### config.mk
export PLATFORM = sky130hd
export DESIGN_NAME = cell_balance_mask_select_core
export DESIGN_NICKNAME = d
export VERILOG_FILES = /design/src/rtl/cbms_pkg.sv /design/src/rtl/cell_balance_mask_select_core.sv /design/src/rtl/cbms_cell_ram.sv /design/src/rtl/cbms_cmp_unit.sv
export SDC_FILE = /design/constraint.sdc
export NUM_CORES = 1
export LEC_CHECK = 0
export BUFFER_PORTS_ARGS = -buffer_cell sky130_fd_sc_hd__buf_2
export CORE_ASPECT_RATIO = 0.5
export CORE_MARGIN = 2
export CORE_UTILIZATION = 35
export CTS_CLUSTER_SIZE = 25
export DETAILED_ROUTE_END_ITERATION = 8
export PLACE_DENSITY = 0.62
export SETUP_SLACK_MARGIN = 0.5
export SYNTH_ARGS = -nofsm -noshare
export SYNTH_HDL_FRONTEND = slang
export SYNTH_SLANG_ARGS = --single-unit
### constraint.sdc
create_clock -name aclk -period 2.75 [get_ports aclk]
set_input_delay 0.1375 -clock aclk [delete_from_list [all_inputs] [get_ports aclk]]
set_output_delay 0.1375 -clock aclk [all_outputs]
set_load 0.05 [all_outputs]
### src/rtl/cbms_pkg.sv
// ----------------------------------------------------------------------------
// cbms_pkg
// Shared types and constants for the cell balance mask select block.
// ----------------------------------------------------------------------------
package cbms_pkg;

    localparam int VALUE_W = 16;
    localparam int MASK_W  = 12;
    localparam int LIMIT_W = VALUE_W + 1;

    localparam logic KIND_SAMPLE = 1'b0;
    localparam logic KIND_STOP   = 1'b1;

    localparam logic [VALUE_W-1:0] THRESHOLD_RESET = 16'd100;

    typedef enum logic [2:0] {
        ST_IDLE,
        ST_CALC,
        ST_SCAN,
        ST_DRAIN,
        ST_LOAD,
        ST_STOP
    } state_t;

    typedef struct packed {
        logic clear;
        logic shift;
    } cmp_ctrl_t;

endpackage

### src/rtl/cell_balance_mask_select_core.sv
// ----------------------------------------------------------------------------
// cell_balance_mask_select_core
// Passive balancing mask selection: cells above pack minimum plus threshold.
// ----------------------------------------------------------------------------
// A cell sample request is taken and stored; min and max are tracked on
// the fly. The last cell of the pack starts the mask pass: a setup step,
// then per device a scan that walks the cell store through its single
// read port and the shared comparator, plus a drain and a load step; the
// load step waits until the output register is free. A stop request sends
// a zero mask for each device. The block is not ready during a pass or a
// stop; a finished result waits in the output register while the next
// samples load.
// ----------------------------------------------------------------------------
module cell_balance_mask_select_core #(
    parameter int NUM_DEVICES      = 2,
    parameter int CELLS_PER_DEVICE = 12
) (
    input  logic        aclk,
    input  logic        aresetn,

    input  logic        cfg_wr_en,
    input  logic [15:0] cfg_wr_data,

    input  logic        s_valid,
    output logic        s_ready,
    input  logic        s_kind,
    input  logic [15:0] s_cell_value,
    input  logic        s_overtemp_pause,

    output logic        m_valid,
    input  logic        m_ready,
    output logic        m_device_index,
    output logic [11:0] m_discharge_mask,
    output logic [15:0] m_spread,
    output logic        m_balanced,
    output logic        m_drive_write,
    output logic        m_last_result
);

    localparam int TOTAL = NUM_DEVICES * CELLS_PER_DEVICE;
    localparam int AW    = (TOTAL > 1) ? $clog2(TOTAL) : 1;
    localparam int CPW   = (CELLS_PER_DEVICE > 1) ? $clog2(CELLS_PER_DEVICE) : 1;
    localparam int DW    = (NUM_DEVICES > 1) ? $clog2(NUM_DEVICES) : 1;
    localparam int MW    = (CELLS_PER_DEVICE > cbms_pkg::MASK_W) ?
                           CELLS_PER_DEVICE : cbms_pkg::MASK_W;
    localparam int VW    = cbms_pkg::VALUE_W;
    localparam int LW    = cbms_pkg::LIMIT_W;

    cbms_pkg::state_t state_reg, state_next;

    logic [VW-1:0]  thr_reg, thr_next;
    logic [AW-1:0]  count_reg, count_next;
    logic [VW-1:0]  min_reg, min_next;
    logic [VW-1:0]  max_reg, max_next;
    logic [LW-1:0]  limit_reg, limit_next;
    logic [VW-1:0]  spread_reg, spread_next;
    logic           bal_reg, bal_next;
    logic           wr_reg, wr_next;
    logic [AW-1:0]  addr_reg, addr_next;
    logic [CPW-1:0] cell_reg, cell_next;
    logic [DW-1:0]  dev_reg, dev_next;
    logic           rd_pending_reg, rd_pending_next;

    logic                       m_valid_reg, m_valid_next;
    logic                       m_dev_reg, m_dev_next;
    logic [cbms_pkg::MASK_W-1:0] m_mask_reg, m_mask_next;
    logic [VW-1:0]              m_spread_reg, m_spread_next;
    logic                       m_bal_reg, m_bal_next;
    logic                       m_wr_reg, m_wr_next;
    logic                       m_last_reg, m_last_next;

    logic                    in_acc;
    logic                    out_free;
    logic                    last_cell;
    logic                    cell_last;
    logic                    dev_last;
    logic                    ram_wr_en;
    logic                    ram_rd_en;
    logic [VW-1:0]           ram_rd_data;
    logic [VW-1:0]           spread_calc;
    logic [CELLS_PER_DEVICE-1:0] dev_mask;
    logic [MW-1:0]           mask_wide;
    cbms_pkg::cmp_ctrl_t     cmp_ctrl;

    assign s_ready   = (state_reg == cbms_pkg::ST_IDLE);
    assign in_acc    = s_valid && s_ready;
    assign out_free  = !m_valid_reg || m_ready;
    assign last_cell = (count_reg == AW'(TOTAL - 1));
    assign cell_last = (cell_reg == CPW'(CELLS_PER_DEVICE - 1));
    assign dev_last  = (dev_reg == DW'(NUM_DEVICES - 1));
    assign spread_calc = max_reg - min_reg;
    assign mask_wide   = MW'(dev_mask);
    assign ram_wr_en   = in_acc && (s_kind == cbms_pkg::KIND_SAMPLE);
    assign ram_rd_en   = (state_reg == cbms_pkg::ST_SCAN);

    cbms_cell_ram #(
        .DEPTH  (TOTAL),
        .ADDR_W (AW)
    ) u_cell_ram (
        .aclk    (aclk),
        .wr_en   (ram_wr_en),
        .wr_addr (count_reg),
        .wr_data (s_cell_value),
        .rd_en   (ram_rd_en),
        .rd_addr (addr_reg),
        .rd_data (ram_rd_data)
    );

    cbms_cmp_unit #(
        .CELLS (CELLS_PER_DEVICE)
    ) u_cmp_unit (
        .aclk    (aclk),
        .ctrl    (cmp_ctrl),
        .rd_data (ram_rd_data),
        .limit   (limit_reg),
        .mask    (dev_mask)
    );

    always_comb begin
        state_next = state_reg;
        case (state_reg)
            cbms_pkg::ST_IDLE: begin
                if (in_acc) begin
                    if (s_kind == cbms_pkg::KIND_STOP) begin
                        state_next = cbms_pkg::ST_STOP;
                    end else if (last_cell) begin
                        state_next = cbms_pkg::ST_CALC;
                    end
                end
            end
            cbms_pkg::ST_CALC: begin
                state_next = cbms_pkg::ST_SCAN;
            end
            cbms_pkg::ST_SCAN: begin
                if (cell_last) begin
                    state_next = cbms_pkg::ST_DRAIN;
                end
            end
            cbms_pkg::ST_DRAIN: begin
                state_next = cbms_pkg::ST_LOAD;
            end
            cbms_pkg::ST_LOAD: begin
                if (out_free) begin
                    state_next = dev_last ? cbms_pkg::ST_IDLE : cbms_pkg::ST_SCAN;
                end
            end
            cbms_pkg::ST_STOP: begin
                if (out_free && dev_last) begin
                    state_next = cbms_pkg::ST_IDLE;
                end
            end
            default: begin
                state_next = cbms_pkg::ST_IDLE;
            end
        endcase
    end

    always_comb begin
        thr_next        = cfg_wr_en ? cfg_wr_data : thr_reg;
        count_next      = count_reg;
        min_next        = min_reg;
        max_next        = max_reg;
        limit_next      = limit_reg;
        spread_next     = spread_reg;
        bal_next        = bal_reg;
        wr_next         = wr_reg;
        addr_next       = addr_reg;
        cell_next       = cell_reg;
        dev_next        = dev_reg;
        rd_pending_next = (state_reg == cbms_pkg::ST_SCAN);
        cmp_ctrl.clear  = 1'b0;
        cmp_ctrl.shift  = rd_pending_reg;

        m_valid_next  = (m_valid_reg && m_ready) ? 1'b0 : m_valid_reg;
        m_dev_next    = m_dev_reg;
        m_mask_next   = m_mask_reg;
        m_spread_next = m_spread_reg;
        m_bal_next    = m_bal_reg;
        m_wr_next     = m_wr_reg;
        m_last_next   = m_last_reg;

        case (state_reg)
            cbms_pkg::ST_IDLE: begin
                if (in_acc) begin
                    if (s_kind == cbms_pkg::KIND_STOP) begin
                        min_next   = '1;
                        max_next   = '0;
                        count_next = '0;
                        dev_next   = '0;
                    end else begin
                        if (s_cell_value < min_reg) begin
                            min_next = s_cell_value;
                        end
                        if (s_cell_value > max_reg) begin
                            max_next = s_cell_value;
                        end
                        if (last_cell) begin
                            count_next = '0;
                            wr_next    = !s_overtemp_pause;
                        end else begin
                            count_next = count_reg + AW'(1);
                        end
                    end
                end
            end
            cbms_pkg::ST_CALC: begin
                limit_next     = {1'b0, min_reg} + {1'b0, thr_reg};
                spread_next    = spread_calc;
                bal_next       = (spread_calc < thr_reg);
                min_next       = '1;
                max_next       = '0;
                addr_next      = '0;
                cell_next      = '0;
                dev_next       = '0;
                cmp_ctrl.clear = 1'b1;
            end
            cbms_pkg::ST_SCAN: begin
                addr_next = addr_reg + AW'(1);
                cell_next = cell_last ? '0 : cell_reg + CPW'(1);
            end
            cbms_pkg::ST_DRAIN: begin
            end
            cbms_pkg::ST_LOAD: begin
                if (out_free) begin
                    m_valid_next   = 1'b1;
                    m_dev_next     = dev_reg[0];
                    m_mask_next    = mask_wide[cbms_pkg::MASK_W-1:0];
                    m_spread_next  = spread_reg;
                    m_bal_next     = bal_reg;
                    m_wr_next      = wr_reg;
                    m_last_next    = dev_last;
                    dev_next       = dev_reg + DW'(1);
                    cmp_ctrl.clear = 1'b1;
                end
            end
            cbms_pkg::ST_STOP: begin
                if (out_free) begin
                    m_valid_next  = 1'b1;
                    m_dev_next    = dev_reg[0];
                    m_mask_next   = '0;
                    m_spread_next = '0;
                    m_bal_next    = 1'b0;
                    m_wr_next     = 1'b1;
                    m_last_next   = dev_last;
                    dev_next      = dev_reg + DW'(1);
                end
            end
            default: begin
            end
        endcase
    end

    always_ff @(posedge aclk) begin
        if (!aresetn) begin
            state_reg      <= cbms_pkg::ST_IDLE;
            thr_reg        <= cbms_pkg::THRESHOLD_RESET;
            count_reg      <= '0;
            min_reg        <= '1;
            max_reg        <= '0;
            addr_reg       <= '0;
            cell_reg       <= '0;
            dev_reg        <= '0;
            rd_pending_reg <= 1'b0;
            m_valid_reg    <= 1'b0;
        end else begin
            state_reg      <= state_next;
            thr_reg        <= thr_next;
            count_reg      <= count_next;
            min_reg        <= min_next;
            max_reg        <= max_next;
            addr_reg       <= addr_next;
            cell_reg       <= cell_next;
            dev_reg        <= dev_next;
            rd_pending_reg <= rd_pending_next;
            m_valid_reg    <= m_valid_next;
        end
    end

    always_ff @(posedge aclk) begin
        limit_reg    <= limit_next;
        spread_reg   <= spread_next;
        bal_reg      <= bal_next;
        wr_reg       <= wr_next;
        m_dev_reg    <= m_dev_next;
        m_mask_reg   <= m_mask_next;
        m_spread_reg <= m_spread_next;
        m_bal_reg    <= m_bal_next;
        m_wr_reg     <= m_wr_next;
        m_last_reg   <= m_last_next;
    end

    assign m_valid          = m_valid_reg;
    assign m_device_index   = m_dev_reg;
    assign m_discharge_mask = m_mask_reg;
    assign m_spread         = m_spread_reg;
    assign m_balanced       = m_bal_reg;
    assign m_drive_write    = m_wr_reg;
    assign m_last_result    = m_last_reg;

    // more device results still to come, so the sequencer must be busy
    a_busy_until_last: assert property (@(posedge aclk) disable iff (!aresetn)
        (m_valid && m_ready && !m_last_result) |-> (state_reg != cbms_pkg::ST_IDLE))
        else $error("sequencer idle before last result");

    a_stop_clears_run: assert property (@(posedge aclk) disable iff (!aresetn)
        (state_reg == cbms_pkg::ST_STOP) |-> (count_reg == '0 && min_reg == '1))
        else $error("stop did not discard partial run");

    a_read_in_pass: assert property (@(posedge aclk) disable iff (!aresetn)
        rd_pending_reg |-> (state_reg == cbms_pkg::ST_SCAN ||
                            state_reg == cbms_pkg::ST_DRAIN))
        else $error("cell read data outside mask pass");

endmodule

### src/rtl/cbms_cell_ram.sv
// ----------------------------------------------------------------------------
// cbms_cell_ram
// Cell value store, one write port and one registered read port.
// ----------------------------------------------------------------------------
module cbms_cell_ram #(
    parameter int DEPTH  = 24,
    parameter int ADDR_W = 5
) (
    input  logic                        aclk,
    input  logic                        wr_en,
    input  logic [ADDR_W-1:0]           wr_addr,
    input  logic [cbms_pkg::VALUE_W-1:0] wr_data,
    input  logic                        rd_en,
    input  logic [ADDR_W-1:0]           rd_addr,
    output logic [cbms_pkg::VALUE_W-1:0] rd_data
);

    logic [cbms_pkg::VALUE_W-1:0] mem [0:DEPTH-1];
    logic [cbms_pkg::VALUE_W-1:0] rd_data_reg;

    always_ff @(posedge aclk) begin
        if (wr_en) begin
            mem[wr_addr] <= wr_data;
        end
    end

    always_ff @(posedge aclk) begin
        if (rd_en) begin
            rd_data_reg <= mem[rd_addr];
        end
    end

    assign rd_data = rd_data_reg;

endmodule

### src/rtl/cbms_cmp_unit.sv
// ----------------------------------------------------------------------------
// cbms_cmp_unit
// Shared compare against minimum plus threshold, shifting one mask bit per cell.
// ----------------------------------------------------------------------------
module cbms_cmp_unit #(
    parameter int CELLS = 12
) (
    input  logic                          aclk,
    input  cbms_pkg::cmp_ctrl_t           ctrl,
    input  logic [cbms_pkg::VALUE_W-1:0]  rd_data,
    input  logic [cbms_pkg::LIMIT_W-1:0]  limit,
    output logic [CELLS-1:0]              mask
);

    logic             above;
    logic [CELLS-1:0] mask_reg;
    logic [CELLS-1:0] mask_next;
    logic [CELLS-1:0] shifted;

    assign above = {1'b0, rd_data} > limit;

    generate
        if (CELLS > 1) begin : g_multi
            assign shifted = {above, mask_reg[CELLS-1:1]};
        end else begin : g_single
            assign shifted = above;
        end
    endgenerate

    always_comb begin
        mask_next = mask_reg;
        if (ctrl.clear) begin
            mask_next = '0;
        end else if (ctrl.shift) begin
            mask_next = shifted;
        end
    end

    always_ff @(posedge aclk) begin
        mask_reg <= mask_next;
    end

    assign mask = mask_reg;

endmodule
==> reports/qor.txt <==
P_int: 17.6 mW
Post-synthesis cell type count: 71
Placed cell areas: 26400 um2
Tot GR Track Use: 0.168
Top FF cell, synth: edfxtp_1
CTS Buffer Depth: 3
Post-synth top area share: 0.592
Initial cell density of the core: 0.353
Final core occ: 0.443
Ys Warns: 0
Clk_lat worst skew: 610 ps
CP Launch Type: flop
Routability congestion estimate: 0.832
P&R area growth vs syn: 25.4%
Cells after Synth: 1466
Max Freq: 333 MHz
Number of flip-flops in the largest register: 384
Number of port buffers: 72
Critical Path Sink Type: flop
Fraction of registers with async set/reset: 0
Largest stage delay on the critical path: 350 ps
Worst Path Required: 3060 ps
Register bit count reported by yosys: 546
DRT Pass-1 Iters: 5
Most frequent cell on the critical path: o211ai_1
Finish-stage setup viols: 1
Chip height: 188 um
Synth Cell Area: 23600 um2
P per Cell Area: 842 nW/um2
Share of layout cells above drive strength 1: 0.338
Violated checks: setup timing
Crit-path slowest cell: or3_4
RSZ-0062 raised after global routing: yes
Psw: 7.36 mW
Vias/cell: 5.17
Mean cell area of the mapped netlist: 16.1 um2
Critical path class: flop to flop
1st-iter DRT viols: 1138
Most frequent cells in the layout: edfxtp_1, buf_4, mux4_2
Max Slew Vio Count: 0
Final HPWL DP: 37700 um
Final Critical Period: 3000 ps
Num CTS Buffers: 52
Largest cells by area after synthesis: edfxtp_1, mux4_2, dfxtp_1
Largest area contributor in the netlist: edfxtp_1
Worst path top cell family by delay: compound AO/OA/AOI/OAI gates
Initial antenna violation count: 1
Htree depth: 2
Clk slew on worst S/H paths: 60 ps
Tcrit/Tclk final: 1.09
Status: finished, violations left
Syn Nets: 1606
DRT Wirelength: 58800 um
VDD IR max: 550 uV
Post-route ant nets: 0
DR WL/cell: 21.8 um
Total grt overflow: 0
Worst Path Arrival: 3320 ps
Sequential share of power: 0.407
Worst slew pin tran: 662 ps
Clock sinks: 546
Core Rows: 67
Sequential area share after synthesis: 0.660
MaxCap Viol Count: 0
CP cell instances: inv_2 > ha_4 > o211ai_1 > a21oi_2 > o211ai_1 > a31oi_2 > and4b_1 > or3_4 > ha_4 > nand4_1 > nor2_2 > a21oi_2 > o211ai_1 > a41oi_1
First-pass GRT wire length: 87400 um
CP bufs+invs: 1
Clk network pwr share: 0.294
Post-synth EDFFs: 466
Crit-path max FO: 4
Sw frac: 0.295
Post-Layout Cell Count: 2691
CTS tree: built
Max transition margin: 0.559
Die Wd: 371 um
Logic pwr share: 0.299
Setup ws final: -255 ps
Number of global-route vias before repair: 14000
Finished Cell Area: 29600 um2
N_diodes: 0
# placed instances: 2524
I/O pin count: 73
Commonest non-fill, non-tap cell in the layout: edfxtp_1
Multi-input logic area: 8270 um2
Fill count: 5855
Leak: 10.3 nW
DRC: 0
Sequential Area: 15600 um2
Clk root buf: clkbuf_16
Final hold vios: 0
Worst hold path class: primary input to flop
Max Clock Skew: 37.5 ps
Largest net degree at the start of global routing: 40
Core box area: 66900 um2
Die footprint: 69700 um2
Via count: 13900
Nets@finish: 1892
## Yosys cell counts (6+ instances only)
master	number
clkbuf_1	29
edfxtp_1	466
o21a_1	6
and2_1	33
a22o_1	16
nand2_1	44
a21oi_1	68
ha_1	99
o221a_1	17
nand4_1	11
a21o_1	16
o22a_1	16
xor2_1	6
nor2_1	89
nand2b_1	11
mux4_2	112
o21ai_0	22
xnor2_1	17
o211ai_1	10
and3_1	6
mux2i_1	44
a211oi_1	7
o21ai_1	6
inv_1	79
nand3b_1	8
nor2b_1	30
a31oi_1	6
buf_2	23
nand3_1	15
dfxtp_1	80
## worst paths after layout
kind / slack, ps / endpoint / start / cells past startpoint
max reg2reg: -250 / bal_reg / min_reg[2] / 14
min reg2reg: 500 / max_reg[13] / max_reg[13] / 1
min: 30 / max_reg[4] / s_cell_value[4] / 2
max: -250 / bal_reg / min_reg[2] / 14
## timing repair
item,in CTS,in global routing
resized for setup,95,68
pin swaps,39,48
endpoints found under the setup margin,69,158
setup buffers,19,10
gates cloned,10,1
hold buffers,31,0
hold endpoints to repair,38,0
## cell type report
class	count	share of cell area
flip-flops and latches	546	0.528
clock inverters	30	0.0131
inverters	80	0.0104
repair buffers	292	0.0861
clock buffers	66	0.0460
well taps	897	0.0379
multi-input cells	780	0.279
## power by group through the flow
stage | combinational, mW | clock, mW | sequential, mW
floorplan | 3.83 | 0 | 10.6
global placement | 6.08 | 0 | 10.3
detailed placement | 6.16 | 0 | 10.3
CTS | 7.06 | 7.48 | 10.2
global route | 8.05 | 7.82 | 10.2
finish | 7.45 | 7.33 | 10.2
## through the flow
step / setup TNS [ps] / power, mW / hold slack, ps / worst slack (ps)
finish: -255 / 25.0 / 27.6 / -255
global placement: -275 / 16.4 / 390 / -275
floorplan: 0 / 14.4 / 236 / 11.0
detailed placement: -291 / 16.5 / 393 / -291
CTS: -230 / 24.7 / 1.06 / -230
global route: -443 / 26.1 / 9.12 / -443
## routing by layer
metal,vias up,share of wire,global-route usage
li1,6318,-,-
met1,7079,0.43,0.227
met2,418,0.47,0.273
met3,93,0.063,0.0320
met4,0,0.030,0.0533
met5,-,0,0
## kinds of logic after synthesis
logic type	after synthesis	synth area share
AOI/OAI and AO/OA	218	0.0649
xor gates and xnor gates	23	0.00853
adders and majority gates	101	0.0541
buffers and inverters	141	0.0246
DFF	546	0.660
muxes	157	0.126
and+or+nand+nor	280	0.0617
(Power assumes the default switching activity.)
